File: src/rtl/gtpp_pkg.sv
package gtpp_pkg;

  localparam int unsigned IdxW = 14;
  localparam logic [IdxW-1:0] MAX_DATAGRAM_BYTES = 14'd8192;

  localparam logic [IdxW-1:0] POS_FLAGS  = 14'd0;
  localparam logic [IdxW-1:0] POS_TYPE   = 14'd1;
  localparam logic [IdxW-1:0] POS_LEN_HI = 14'd2;
  localparam logic [IdxW-1:0] POS_LEN_LO = 14'd3;
  localparam logic [IdxW-1:0] POS_SEQ_HI = 14'd4;
  localparam logic [IdxW-1:0] POS_SEQ_LO = 14'd5;
  localparam logic [15:0]     HDR_BYTES  = 16'd6;

  localparam logic [2:0] VERSION_MASK = 3'h7;
  localparam logic [2:0] VERSION_ONE  = 3'd1;
  localparam logic [2:0] VERSION_TWO  = 3'd2;
  localparam logic [7:0] LONG_TAG_MIN = 8'd128;

  localparam logic [1:0] CFG_CAUSE_TAG    = 2'd0;
  localparam logic [1:0] CFG_RECOVERY_TAG = 2'd1;
  localparam logic [1:0] CFG_XFER_CMD_TAG = 2'd2;

  localparam logic [6:0] CAUSE_TAG_RST    = 7'd1;
  localparam logic [6:0] RECOVERY_TAG_RST = 7'd14;
  localparam logic [6:0] XFER_CMD_TAG_RST = 7'd126;

  typedef enum logic [2:0] {
    PH_TAG      = 3'd0,
    PH_TV_VALUE = 3'd1,
    PH_LEN_HI   = 3'd2,
    PH_LEN_LO   = 3'd3,
    PH_SKIP     = 3'd4
  } gtpp_phase_e;

  typedef enum logic [1:0] {
    ST_ACCEPTED    = 2'd0,
    ST_SHORT       = 2'd1,
    ST_BAD_VERSION = 2'd2,
    ST_LEN_EXCEEDS = 2'd3
  } gtpp_status_e;

  typedef struct packed {
    logic [6:0] cause_tag;
    logic [6:0] recovery_tag;
    logic [6:0] xfer_cmd_tag;
  } gtpp_cfg_t;

  typedef struct packed {
    gtpp_status_e status;
    logic [7:0]   pdu_type;
    logic [15:0]  seq_number;
    logic [15:0]  payload_length;
    logic [7:0]   cause_value;
    logic         cause_present;
    logic [7:0]   recovery_value;
    logic         recovery_present;
    logic         ies_ok;
  } gtpp_result_t;

endpackage

File: src/rtl/gtp_prime_message_parser.sv
// channel  dir  handshake                payload
// in       in   in_valid_i/in_ready_o    data_byte_i, last_byte_i
// out      out  out_valid_o/out_ready_i  status_o, pdu_type_o, seq_number_o,
//                                        payload_length_o, cause_*_o, recovery_*_o, ies_ok_o
// cfg      in   cfg_valid_i/cfg_ready_o  cfg_index_i, cfg_data_i
//
// one byte per cycle while no last byte waits: input register, one pass of parse logic, result register
// a result is loaded into the result register when its last byte leaves the input register
// only a last byte waits on the result register; other bytes never stall
// reset clears all datagram state and loads default tags; cfg is always ready
module gtp_prime_message_parser (
  input  logic        clk_i,
  input  logic        rst_ni,
  input  logic        in_valid_i,
  output logic        in_ready_o,
  input  logic [7:0]  data_byte_i,
  input  logic        last_byte_i,
  output logic        out_valid_o,
  input  logic        out_ready_i,
  output logic [1:0]  status_o,
  output logic [7:0]  pdu_type_o,
  output logic [15:0] seq_number_o,
  output logic [15:0] payload_length_o,
  output logic [7:0]  cause_value_o,
  output logic        cause_present_o,
  output logic [7:0]  recovery_value_o,
  output logic        recovery_present_o,
  output logic        ies_ok_o,
  input  logic        cfg_valid_i,
  output logic        cfg_ready_o,
  input  logic [1:0]  cfg_index_i,
  input  logic [6:0]  cfg_data_i
);

  gtpp_pkg::gtpp_cfg_t    cfg;
  gtpp_pkg::gtpp_result_t result;
  gtpp_pkg::gtpp_result_t out_q;

  logic       in_valid_q, in_valid_d;
  logic [7:0] in_byte_q;
  logic       in_last_q;
  logic       out_valid_q, out_valid_d;
  logic       out_free;
  logic       consume;

  assign cfg_ready_o = 1'b1;
  assign out_free    = !out_valid_q || out_ready_i;
  assign consume     = in_valid_q && (!in_last_q || out_free);
  assign in_ready_o  = !in_valid_q || consume;

  gtpp_cfg_regs u_cfg (
    .clk_i       (clk_i),
    .rst_ni      (rst_ni),
    .cfg_we_i    (cfg_valid_i),
    .cfg_index_i (cfg_index_i),
    .cfg_data_i  (cfg_data_i),
    .cfg_o       (cfg)
  );

  gtpp_parser u_parser (
    .clk_i       (clk_i),
    .rst_ni      (rst_ni),
    .step_i      (consume),
    .data_byte_i (in_byte_q),
    .last_byte_i (in_last_q),
    .cfg_i       (cfg),
    .result_o    (result)
  );

  always_comb begin
    in_valid_d = in_valid_q;
    if (in_valid_i && in_ready_o) begin
      in_valid_d = 1'b1;
    end else if (consume) begin
      in_valid_d = 1'b0;
    end
  end

  always_comb begin
    out_valid_d = out_valid_q;
    if (consume && in_last_q) begin
      out_valid_d = 1'b1;
    end else if (out_ready_i) begin
      out_valid_d = 1'b0;
    end
  end

  always_ff @(posedge clk_i or negedge rst_ni) begin
    if (!rst_ni) begin
      in_valid_q  <= 1'b0;
      out_valid_q <= 1'b0;
    end else begin
      in_valid_q  <= in_valid_d;
      out_valid_q <= out_valid_d;
    end
  end

  always_ff @(posedge clk_i) begin
    if (in_valid_i && in_ready_o) begin
      in_byte_q <= data_byte_i;
      in_last_q <= last_byte_i;
    end
    if (consume && in_last_q) begin
      out_q <= result;
    end
  end

  assign out_valid_o        = out_valid_q;
  assign status_o           = out_q.status;
  assign pdu_type_o         = out_q.pdu_type;
  assign seq_number_o       = out_q.seq_number;
  assign payload_length_o   = out_q.payload_length;
  assign cause_value_o      = out_q.cause_value;
  assign cause_present_o    = out_q.cause_present;
  assign recovery_value_o   = out_q.recovery_value;
  assign recovery_present_o = out_q.recovery_present;
  assign ies_ok_o           = out_q.ies_ok;

  a_mid_bytes_flow: assert property (@(posedge clk_i) disable iff (!rst_ni)
    in_valid_q && !in_last_q |-> consume)
    else $error("non-final byte held in input register");

  a_last_waits: assert property (@(posedge clk_i) disable iff (!rst_ni)
    in_valid_q && in_last_q && out_valid_q && !out_ready_i |=>
      in_valid_q && in_last_q && $stable(in_byte_q))
    else $error("final byte lost while result register full");

  a_result_loaded: assert property (@(posedge clk_i) disable iff (!rst_ni)
    consume && in_last_q |=> out_valid_q)
    else $error("final byte consumed without a result");

endmodule

File: src/rtl/gtpp_cfg_regs.sv
module gtpp_cfg_regs (
  input  logic              clk_i,
  input  logic              rst_ni,
  input  logic              cfg_we_i,
  input  logic [1:0]        cfg_index_i,
  input  logic [6:0]        cfg_data_i,
  output gtpp_pkg::gtpp_cfg_t cfg_o
);

  gtpp_pkg::gtpp_cfg_t cfg_q, cfg_d;

  always_comb begin
    cfg_d = cfg_q;
    if (cfg_we_i) begin
      unique case (cfg_index_i)
        gtpp_pkg::CFG_CAUSE_TAG:    cfg_d.cause_tag    = cfg_data_i;
        gtpp_pkg::CFG_RECOVERY_TAG: cfg_d.recovery_tag = cfg_data_i;
        gtpp_pkg::CFG_XFER_CMD_TAG: cfg_d.xfer_cmd_tag = cfg_data_i;
        default: ;
      endcase
    end
  end

  always_ff @(posedge clk_i or negedge rst_ni) begin
    if (!rst_ni) begin
      cfg_q.cause_tag    <= gtpp_pkg::CAUSE_TAG_RST;
      cfg_q.recovery_tag <= gtpp_pkg::RECOVERY_TAG_RST;
      cfg_q.xfer_cmd_tag <= gtpp_pkg::XFER_CMD_TAG_RST;
    end else begin
      cfg_q <= cfg_d;
    end
  end

  assign cfg_o = cfg_q;

endmodule

File: src/rtl/gtpp_parser.sv
module gtpp_parser (
  input  logic                   clk_i,
  input  logic                   rst_ni,
  input  logic                   step_i,
  input  logic [7:0]             data_byte_i,
  input  logic                   last_byte_i,
  input  gtpp_pkg::gtpp_cfg_t    cfg_i,
  output gtpp_pkg::gtpp_result_t result_o
);

  logic [gtpp_pkg::IdxW-1:0] byte_index_q, byte_index_d;
  logic                      version_bad_q, version_bad_d;
  logic [7:0]                type_q, type_d;
  logic [15:0]               length_q, length_d;
  logic [15:0]               sequence_q, sequence_d;
  gtpp_pkg::gtpp_phase_e     phase_q, phase_d;
  logic [15:0]               skip_q, skip_d;
  logic [7:0]                pending_tag_q, pending_tag_d;
  logic                      aborted_q, aborted_d;
  logic [7:0]                cause_val_q, cause_val_d;
  logic                      cause_pres_q, cause_pres_d;
  logic [7:0]                rec_val_q, rec_val_d;
  logic                      rec_pres_q, rec_pres_d;

  logic [7:0]  cause_tag8, rec_tag8, xfer_tag8;
  logic [2:0]  version;
  logic [15:0] payload_pos;
  logic [15:0] skip_lo;
  logic [15:0] skip_dec;
  gtpp_pkg::gtpp_status_e status;

  assign cause_tag8  = {1'b0, cfg_i.cause_tag};
  assign rec_tag8    = {1'b0, cfg_i.recovery_tag};
  assign xfer_tag8   = {1'b0, cfg_i.xfer_cmd_tag};
  assign version     = data_byte_i[7:5] & gtpp_pkg::VERSION_MASK;
  assign payload_pos = {2'b00, byte_index_q} - gtpp_pkg::HDR_BYTES;
  assign skip_lo     = skip_q | {8'h00, data_byte_i};
  assign skip_dec    = (skip_q != 16'd0) ? skip_q - 16'd1 : skip_q;

  always_comb begin
    byte_index_d  = byte_index_q;
    version_bad_d = version_bad_q;
    type_d        = type_q;
    length_d      = length_q;
    sequence_d    = sequence_q;
    phase_d       = phase_q;
    skip_d        = skip_q;
    pending_tag_d = pending_tag_q;
    aborted_d     = aborted_q;
    cause_val_d   = cause_val_q;
    cause_pres_d  = cause_pres_q;
    rec_val_d     = rec_val_q;
    rec_pres_d    = rec_pres_q;
    status        = gtpp_pkg::ST_ACCEPTED;
    result_o      = '0;

    if (step_i && (byte_index_q < gtpp_pkg::MAX_DATAGRAM_BYTES)) begin
      unique case (byte_index_q)
        gtpp_pkg::POS_FLAGS:
          version_bad_d = (version != gtpp_pkg::VERSION_ONE) &&
                          (version != gtpp_pkg::VERSION_TWO);
        gtpp_pkg::POS_TYPE:   type_d           = data_byte_i;
        gtpp_pkg::POS_LEN_HI: length_d[15:8]   = data_byte_i;
        gtpp_pkg::POS_LEN_LO: length_d[7:0]    = data_byte_i;
        gtpp_pkg::POS_SEQ_HI: sequence_d[15:8] = data_byte_i;
        gtpp_pkg::POS_SEQ_LO: sequence_d[7:0]  = data_byte_i;
        default: begin
          // element walk only inside the declared payload
          if ((payload_pos < length_q) && !aborted_q) begin
            unique case (phase_q)
              gtpp_pkg::PH_TAG: begin
                pending_tag_d = data_byte_i;
                if (data_byte_i >= gtpp_pkg::LONG_TAG_MIN) begin
                  phase_d = gtpp_pkg::PH_LEN_HI;
                end else if (data_byte_i == cause_tag8 || data_byte_i == rec_tag8 ||
                             data_byte_i == xfer_tag8) begin
                  phase_d = gtpp_pkg::PH_TV_VALUE;
                end else begin
                  aborted_d = 1'b1;
                end
              end
              gtpp_pkg::PH_TV_VALUE: begin
                // cause wins over recovery, transfer command value is dropped
                if (pending_tag_q == cause_tag8) begin
                  cause_val_d  = data_byte_i;
                  cause_pres_d = 1'b1;
                end else if (pending_tag_q == rec_tag8) begin
                  rec_val_d  = data_byte_i;
                  rec_pres_d = 1'b1;
                end
                phase_d = gtpp_pkg::PH_TAG;
              end
              gtpp_pkg::PH_LEN_HI: begin
                skip_d  = {data_byte_i, 8'h00};
                phase_d = gtpp_pkg::PH_LEN_LO;
              end
              gtpp_pkg::PH_LEN_LO: begin
                skip_d  = skip_lo;
                phase_d = (skip_lo == 16'd0) ? gtpp_pkg::PH_TAG : gtpp_pkg::PH_SKIP;
              end
              default: begin
                skip_d = skip_dec;
                if (skip_dec == 16'd0) begin
                  phase_d = gtpp_pkg::PH_TAG;
                end
              end
            endcase
          end
        end
      endcase
      byte_index_d = byte_index_q + 14'd1;
    end

    if (step_i && last_byte_i) begin
      if (byte_index_d < gtpp_pkg::HDR_BYTES[gtpp_pkg::IdxW-1:0]) begin
        status = gtpp_pkg::ST_SHORT;
      end else if (version_bad_d) begin
        status = gtpp_pkg::ST_BAD_VERSION;
      end else if (({1'b0, length_d} + {1'b0, gtpp_pkg::HDR_BYTES}) >
                   {3'b000, byte_index_d}) begin
        status = gtpp_pkg::ST_LEN_EXCEEDS;
      end else begin
        status = gtpp_pkg::ST_ACCEPTED;
      end

      result_o.status = status;
      if (status == gtpp_pkg::ST_ACCEPTED) begin
        result_o.pdu_type         = type_d;
        result_o.seq_number       = sequence_d;
        result_o.payload_length   = length_d;
        result_o.cause_value      = cause_val_d;
        result_o.cause_present    = cause_pres_d;
        result_o.recovery_value   = rec_val_d;
        result_o.recovery_present = rec_pres_d;
        result_o.ies_ok           = !aborted_d && (phase_d == gtpp_pkg::PH_TAG);
      end

      // datagram done, start over
      byte_index_d  = '0;
      version_bad_d = 1'b0;
      type_d        = '0;
      length_d      = '0;
      sequence_d    = '0;
      phase_d       = gtpp_pkg::PH_TAG;
      skip_d        = '0;
      pending_tag_d = '0;
      aborted_d     = 1'b0;
      cause_val_d   = '0;
      cause_pres_d  = 1'b0;
      rec_val_d     = '0;
      rec_pres_d    = 1'b0;
    end
  end

  always_ff @(posedge clk_i or negedge rst_ni) begin
    if (!rst_ni) begin
      byte_index_q  <= '0;
      version_bad_q <= 1'b0;
      type_q        <= '0;
      length_q      <= '0;
      sequence_q    <= '0;
      phase_q       <= gtpp_pkg::PH_TAG;
      skip_q        <= '0;
      pending_tag_q <= '0;
      aborted_q     <= 1'b0;
      cause_val_q   <= '0;
      cause_pres_q  <= 1'b0;
      rec_val_q     <= '0;
      rec_pres_q    <= 1'b0;
    end else begin
      byte_index_q  <= byte_index_d;
      version_bad_q <= version_bad_d;
      type_q        <= type_d;
      length_q      <= length_d;
      sequence_q    <= sequence_d;
      phase_q       <= phase_d;
      skip_q        <= skip_d;
      pending_tag_q <= pending_tag_d;
      aborted_q     <= aborted_d;
      cause_val_q   <= cause_val_d;
      cause_pres_q  <= cause_pres_d;
      rec_val_q     <= rec_val_d;
      rec_pres_q    <= rec_pres_d;
    end
  end

  a_idx_bounded: assert property (@(posedge clk_i) disable iff (!rst_ni)
    byte_index_q <= gtpp_pkg::MAX_DATAGRAM_BYTES)
    else $error("byte count past the saturation point");

  a_clear_on_last: assert property (@(posedge clk_i) disable iff (!rst_ni)
    step_i && last_byte_i |=> byte_index_q == '0 && !aborted_q && !cause_pres_q)
    else $error("datagram state not cleared after last byte");

  a_abort_sticky: assert property (@(posedge clk_i) disable iff (!rst_ni)
    aborted_q && !(step_i && last_byte_i) |=> aborted_q)
    else $error("walk abort dropped inside a datagram");

endmodule

File: config.mk
export PLATFORM = sky130hd
export DESIGN_NAME = gtp_prime_message_parser
export DESIGN_NICKNAME = d
export VERILOG_FILES = /design/src/rtl/gtpp_pkg.sv /design/src/rtl/gtp_prime_message_parser.sv /design/src/rtl/gtpp_cfg_regs.sv /design/src/rtl/gtpp_parser.sv
export SDC_FILE = /design/constraint.sdc
export NUM_CORES = 1
export LEC_CHECK = 0
export BUFFER_PORTS_ARGS = -buffer_cell sky130_fd_sc_hd__buf_2
export CAP_MARGIN = 20
export CELL_PAD_IN_SITES_DETAIL_PLACEMENT = 0
export CELL_PAD_IN_SITES_GLOBAL_PLACEMENT = 1
export CORE_MARGIN = 10
export CORE_UTILIZATION = 25
export CTS_CLUSTER_SIZE = 30
export DETAILED_ROUTE_END_ITERATION = 10
export PLACE_DENSITY = 0.56
export SLEW_MARGIN = 20
export SYNTH_ARGS = -nofsm -noshare
export SYNTH_HDL_FRONTEND = slang
export SYNTH_HIERARCHICAL = 1
export SYNTH_SLANG_ARGS = --single-unit
File: constraint.sdc
create_clock -name clk_i -period 11.2 [get_ports clk_i]
set_input_delay 0.56 -clock clk_i [delete_from_list [all_inputs] [get_ports clk_i]]
set_output_delay 0.56 -clock clk_i [all_outputs]
set_load 0.03 [all_outputs]
==> flow_results.xml <==
<?xml version="1.0" encoding="UTF-8"?>
<metrics>
  <group name="global_routing">
    <metric name="global_route.overflow_total" unit="">0</metric>
    <metric name="grt_antenna_before_repair" unit="">0</metric>
    <metric name="grt_pass1_wl" unit="mm">48.4</metric>
    <metric name="first_global_vias" unit="">8108</metric>
    <metric name="groute.usage.overall" unit="%">12.2</metric>
    <metric name="grt_max_degree" unit="">72</metric>
  </group>
  <group name="synthesis">
    <metric name="synth_most_common_cell" unit="">nor2_1</metric>
    <metric name="netlist_top_cells_count" unit="">197 x nor2_1, 114 x dfrtp_1, 70 x edfxtp_1</metric>
    <metric name="synth_warnings" unit="">6</metric>
    <metric name="postSynthRegisterBits" unit="">194</metric>
    <metric name="postSynthCellCount" unit="">1028</metric>
    <metric name="synth.avg_cell_area" unit="sq um">10.2</metric>
    <metric name="synth_sequential_area_ratio" unit="%">49.8</metric>
    <metric name="post_synth_instance_area" unit="sq um">10500</metric>
    <metric name="yosys-top-cells-area" unit="">dfrtp_1 27%, edfxtp_1 20%, nor2_1 7.1%, mux2i_1 5.7%, ha_1 4.3%</metric>
    <metric name="postSynth.asyncResetShare" unit="%">63.9</metric>
    <metric name="synth_top_area_share" unit="%">27.2</metric>
    <metric name="flip_flop_cell_with_the_highest_count_after_synthesis" unit="">dfrtp_1</metric>
    <metric name="synth_area_leader_cell" unit="">dfrtp_1</metric>
    <metric name="yosys.cell_types.count" unit="">77</metric>
    <metric name="synth-edff-count" unit="">70</metric>
  </group>
  <group name="routing">
    <metric name="drcViolationCount" unit="">0</metric>
    <metric name="totalWireLength" unit="mm">31.0</metric>
    <metric name="final_antenna_net_count" unit="">0</metric>
    <metric name="drt_pre_antenna_iters" unit="">5</metric>
    <metric name="route.top_layer_used" unit="">met4</metric>
    <metric name="routedWlPerCell" unit="um">19.1</metric>
    <metric name="dr_wl_met2" unit="mm">15.3</metric>
    <metric name="routed-wl-met3" unit="um">962</metric>
    <metric name="via_count" unit="">7806</metric>
    <metric name="drt_met1_wl" unit="mm">14.5</metric>
    <metric name="route.detailed.vias_per_inst" unit="">4.80</metric>
    <metric name="initialDrtViolationCount" unit="">518</metric>
  </group>
  <group name="floorplan">
    <metric name="placementRows" unit="">74</metric>
    <metric name="initial_core_util" unit="%">25.5</metric>
    <metric name="dieArea" unit="sq um">50500</metric>
    <metric name="chipHeight" unit="um">225</metric>
    <metric name="coreArea" unit="sq um">41100</metric>
    <metric name="num_io_pins" unit="">87</metric>
    <metric name="dieWidth" unit="um">225</metric>
  </group>
  <group name="clocking">
    <metric name="cts_buffers" unit="">17</metric>
    <metric name="cts_max_path_buffers" unit="">2</metric>
    <metric name="cts_htree_levels" unit="">4</metric>
    <metric name="worst_setup_hold_path_clk_slew" unit="ns">0.09</metric>
    <metric name="cts_resized" unit="">0</metric>
    <metric name="clock_latency" unit="ns">0.45</metric>
    <metric name="tritoncts" unit="">built</metric>
    <metric name="post_cts_setup_buffers" unit="">0</metric>
    <metric name="clock_sink_count" unit="">194</metric>
    <metric name="hold_buffers" unit="">0</metric>
    <metric name="clock_tree.root_cell" unit="">clkbuf_16</metric>
  </group>
  <group name="placement">
    <metric name="placed_area" unit="sq um">11400</metric>
    <metric name="detailedPlacementHpwl" unit="mm">21.1</metric>
    <metric name="io_buffer_count" unit="">85</metric>
    <metric name="finalWeightedCongestion" unit="">0.816</metric>
    <metric name="pre_cts_ws" unit="ns">5.23</metric>
  </group>
  <group name="worst_setup_path">
    <metric name="regToRegEndpoint" unit="">ies_ok_o$_DFFE_PP_</metric>
    <metric name="crit_type" unit="">reg -&gt; reg</metric>
    <metric name="r2r-start" unit="">out_valid_o$_DFFE_PN0P_</metric>
    <metric name="cp.arrival" unit="ns">5.97</metric>
    <metric name="reg2reg_setup_slack" unit="ns">5.47</metric>
    <metric name="critPathCaptureType" unit="">flop</metric>
    <metric name="critPathLaunchType" unit="">flop</metric>
    <metric name="timing.reg2reg.worst_path_depth" unit="">15</metric>
    <metric name="crit_path_max_fanout" unit="">57</metric>
    <metric name="worst_ep_required_time" unit="ns">11.44</metric>
  </group>
  <group name="final_layout">
    <metric name="layout.cell_area.non_filler" unit="sq um">12000</metric>
    <metric name="final_net_count" unit="">1139</metric>
    <metric name="areaGrowthSynthToFinish" unit="%">14.3</metric>
    <metric name="drive_above_1_share" unit="%">16.7</metric>
    <metric name="ant_cells" unit="">0</metric>
  </group>
  <group name="sta">
    <metric name="clock_skew" unit="ns">0.0199</metric>
    <metric name="final_critical_path_setup_slack" unit="ns">5.47</metric>
    <metric name="worstMarginPinSlew" unit="ns">0.964</metric>
    <metric name="rsz0062_at_grt" unit="">false</metric>
    <metric name="timing.max_slew.rel_slack" unit="%">35.7</metric>
    <metric name="maxSlewViolCount" unit="">0</metric>
    <metric name="fin_crit" unit="ns">5.73</metric>
    <metric name="clock.fmax" unit="MHz">174</metric>
    <metric name="min_period_over_period" unit="%">51.2</metric>
    <metric name="setup_viol" unit="">0</metric>
    <metric name="timing.hold.ws" unit="ns">0.189</metric>
    <metric name="final_hold_violating_endpoints" unit="">0</metric>
    <metric name="tns" unit="ns">0</metric>
  </group>
  <group name="pwr">
    <metric name="seq_power_share" unit="%">40.3</metric>
    <metric name="p_comb_share" unit="%">32.4</metric>
    <metric name="final_total_power" unit="W">0.00224</metric>
    <metric name="net_switching_component_of_the_power" unit="W">0.000827</metric>
    <metric name="cellPowerDensity" unit="nW/um^2">187</metric>
    <metric name="switching_share" unit="%">37.0</metric>
    <metric name="total_leakage_power" unit="nW">5.22</metric>
    <metric name="intPower" unit="W">0.00141</metric>
    <metric name="power.clock.fraction" unit="%">27.3</metric>
    <metric name="ir_drop" unit="mV">0.117</metric>
  </group>
  <group name="job">
    <metric name="timing.max_cap.violations" unit="">0</metric>
  </group>
  <group name="run_status">
    <metric name="outcome" unit="">finished, final reports clean</metric>
  </group>
  <group name="worst_hold_path">
    <metric name="worst_hold_path_type" unit="">in -&gt; async</metric>
  </group>
</metrics>
[worst max-delay path by stage]
stage / endpoint / from
after floorplan: seq_number_o[0]$_DFFE_PP_ / out_ready_i
after global placement: ies_ok_o$_DFFE_PP_ / out_ready_i
after detailed placement: ies_ok_o$_DFFE_PP_ / out_ready_i
after CTS: ies_ok_o$_DFFE_PP_ / out_valid_o$_DFFE_PN0P_
after global routing: ies_ok_o$_DFFE_PP_ / out_valid_o$_DFFE_PN0P_
final: ies_ok_o$_DFFE_PP_ / out_valid_o$_DFFE_PN0P_
[critical path, stage by stage, from the launching register on]
cell and delay, ns:
dfrtp_1 0.42, and2b_1 0.22, a21boi_1 0.16, buf_4 0.18, or4bb_1 0.55, nor4_4 0.64, mux2_2 0.41, nor3_1 0.35
nand2_1 0.13, xnor2_1 0.15, mux2i_1 0.17, ha_1 0.28, a2111oi_0 0.41, a21oi_1 0.17, or4b_4 0.83, a2111oi_1 0.42
[cell usage in the layout, fill, tap and decap left out, drive strengths merged, types with 6 or more instances in the layout]
cell type and n:
o21ai 26, or4 11, mux2i 60, xnor2 35
nand3 34, clkbuf 18, clkinv 10, edfxtp 70
and2 6, nand4 14, nand2b 9, o31ai 6
ha 36, mux2 24, xor2 37, a21oi 54
buf 100, and3 6, nand2 45, nor3 26
nor4 18, inv 31, a211oi 7, or3 6
dfstp 10, dfrtp 114, a31oi 8, nor2 197
[cells by family (layout without fill, tap and decap cells)]
family | count (synthesis) | after routing | synth area share [%]
simple gates | 400 | 400 | 18.7
fa+ha+maj | 36 | 36 | 4.30
xor+xnor | 72 | 72 | 6.02
flops | 194 | 194 | 49.8
other cells | 2 | 3 | 0.0717
compound gates | 144 | 144 | 8.83
mux | 84 | 84 | 8.31
buf+inv | 96 | 160 | 3.98
[power by group through the flow]
| stage | sequential, W | combinational, W | clock [W] |
|---|---|---|---|
| after detailed placement | 0.000916 | 0.000727 | 0 |
| after CTS | 0.000901 | 0.000731 | 0.000631 |
| after floorplan | 0.000901 | 0.000531 | 0 |
| after global placement | 0.000914 | 0.000724 | 0 |
| final | 0.000900 | 0.000725 | 0.000611 |
| after global routing | 0.000913 | 0.000819 | 0.000656 |
[final cells by class]
cell class,count,area [sq um]
multi-input cells,739,4850
repair buffers,100,541
flip-flops and latches,194,5220
clock inverters,14,146
fillers,4402,29100
well taps,532,666
clock buffers,18,439
inverters,28,105
[through the flow]
stage,std cells,util [%]
after floorplan,1029,-
after global placement,1592,27.7
after detailed placement,1593,27.7
after CTS,1625,29.1
after global routing,1625,29.1
final,1625,29.1
[metal layers]
metal	track usage, %	up-vias
li1	-	3735
met1	16.1	3942
met2	20.8	114
met3	2.16	15
met4	2.17	0
met5	0	-
[registers in the layout (all words and copies together) (netlist names), 2 cells and up]
| signal | count |
|---|---|
| cause_value_o | 8 |
| in_byte_q | 8 |
| payload_length_o | 16 |
| pdu_type_o | 8 |
| recovery_value_o | 8 |
| seq_number_o | 16 |
| status_o | 2 |
| u_cfg/cfg_o | 21 |
| u_parser/byte_index_q | 14 |
| u_parser/cause_val_q | 8 |
| u_parser/length_q | 16 |
| u_parser/pending_tag_q | 8 |
| u_parser/phase_q | 3 |
| u_parser/rec_val_q | 8 |
| u_parser/sequence_q | 16 |
| u_parser/skip_q | 16 |
| u_parser/type_q | 8 |
Note: power is estimated with default switching activity, not from simulation.
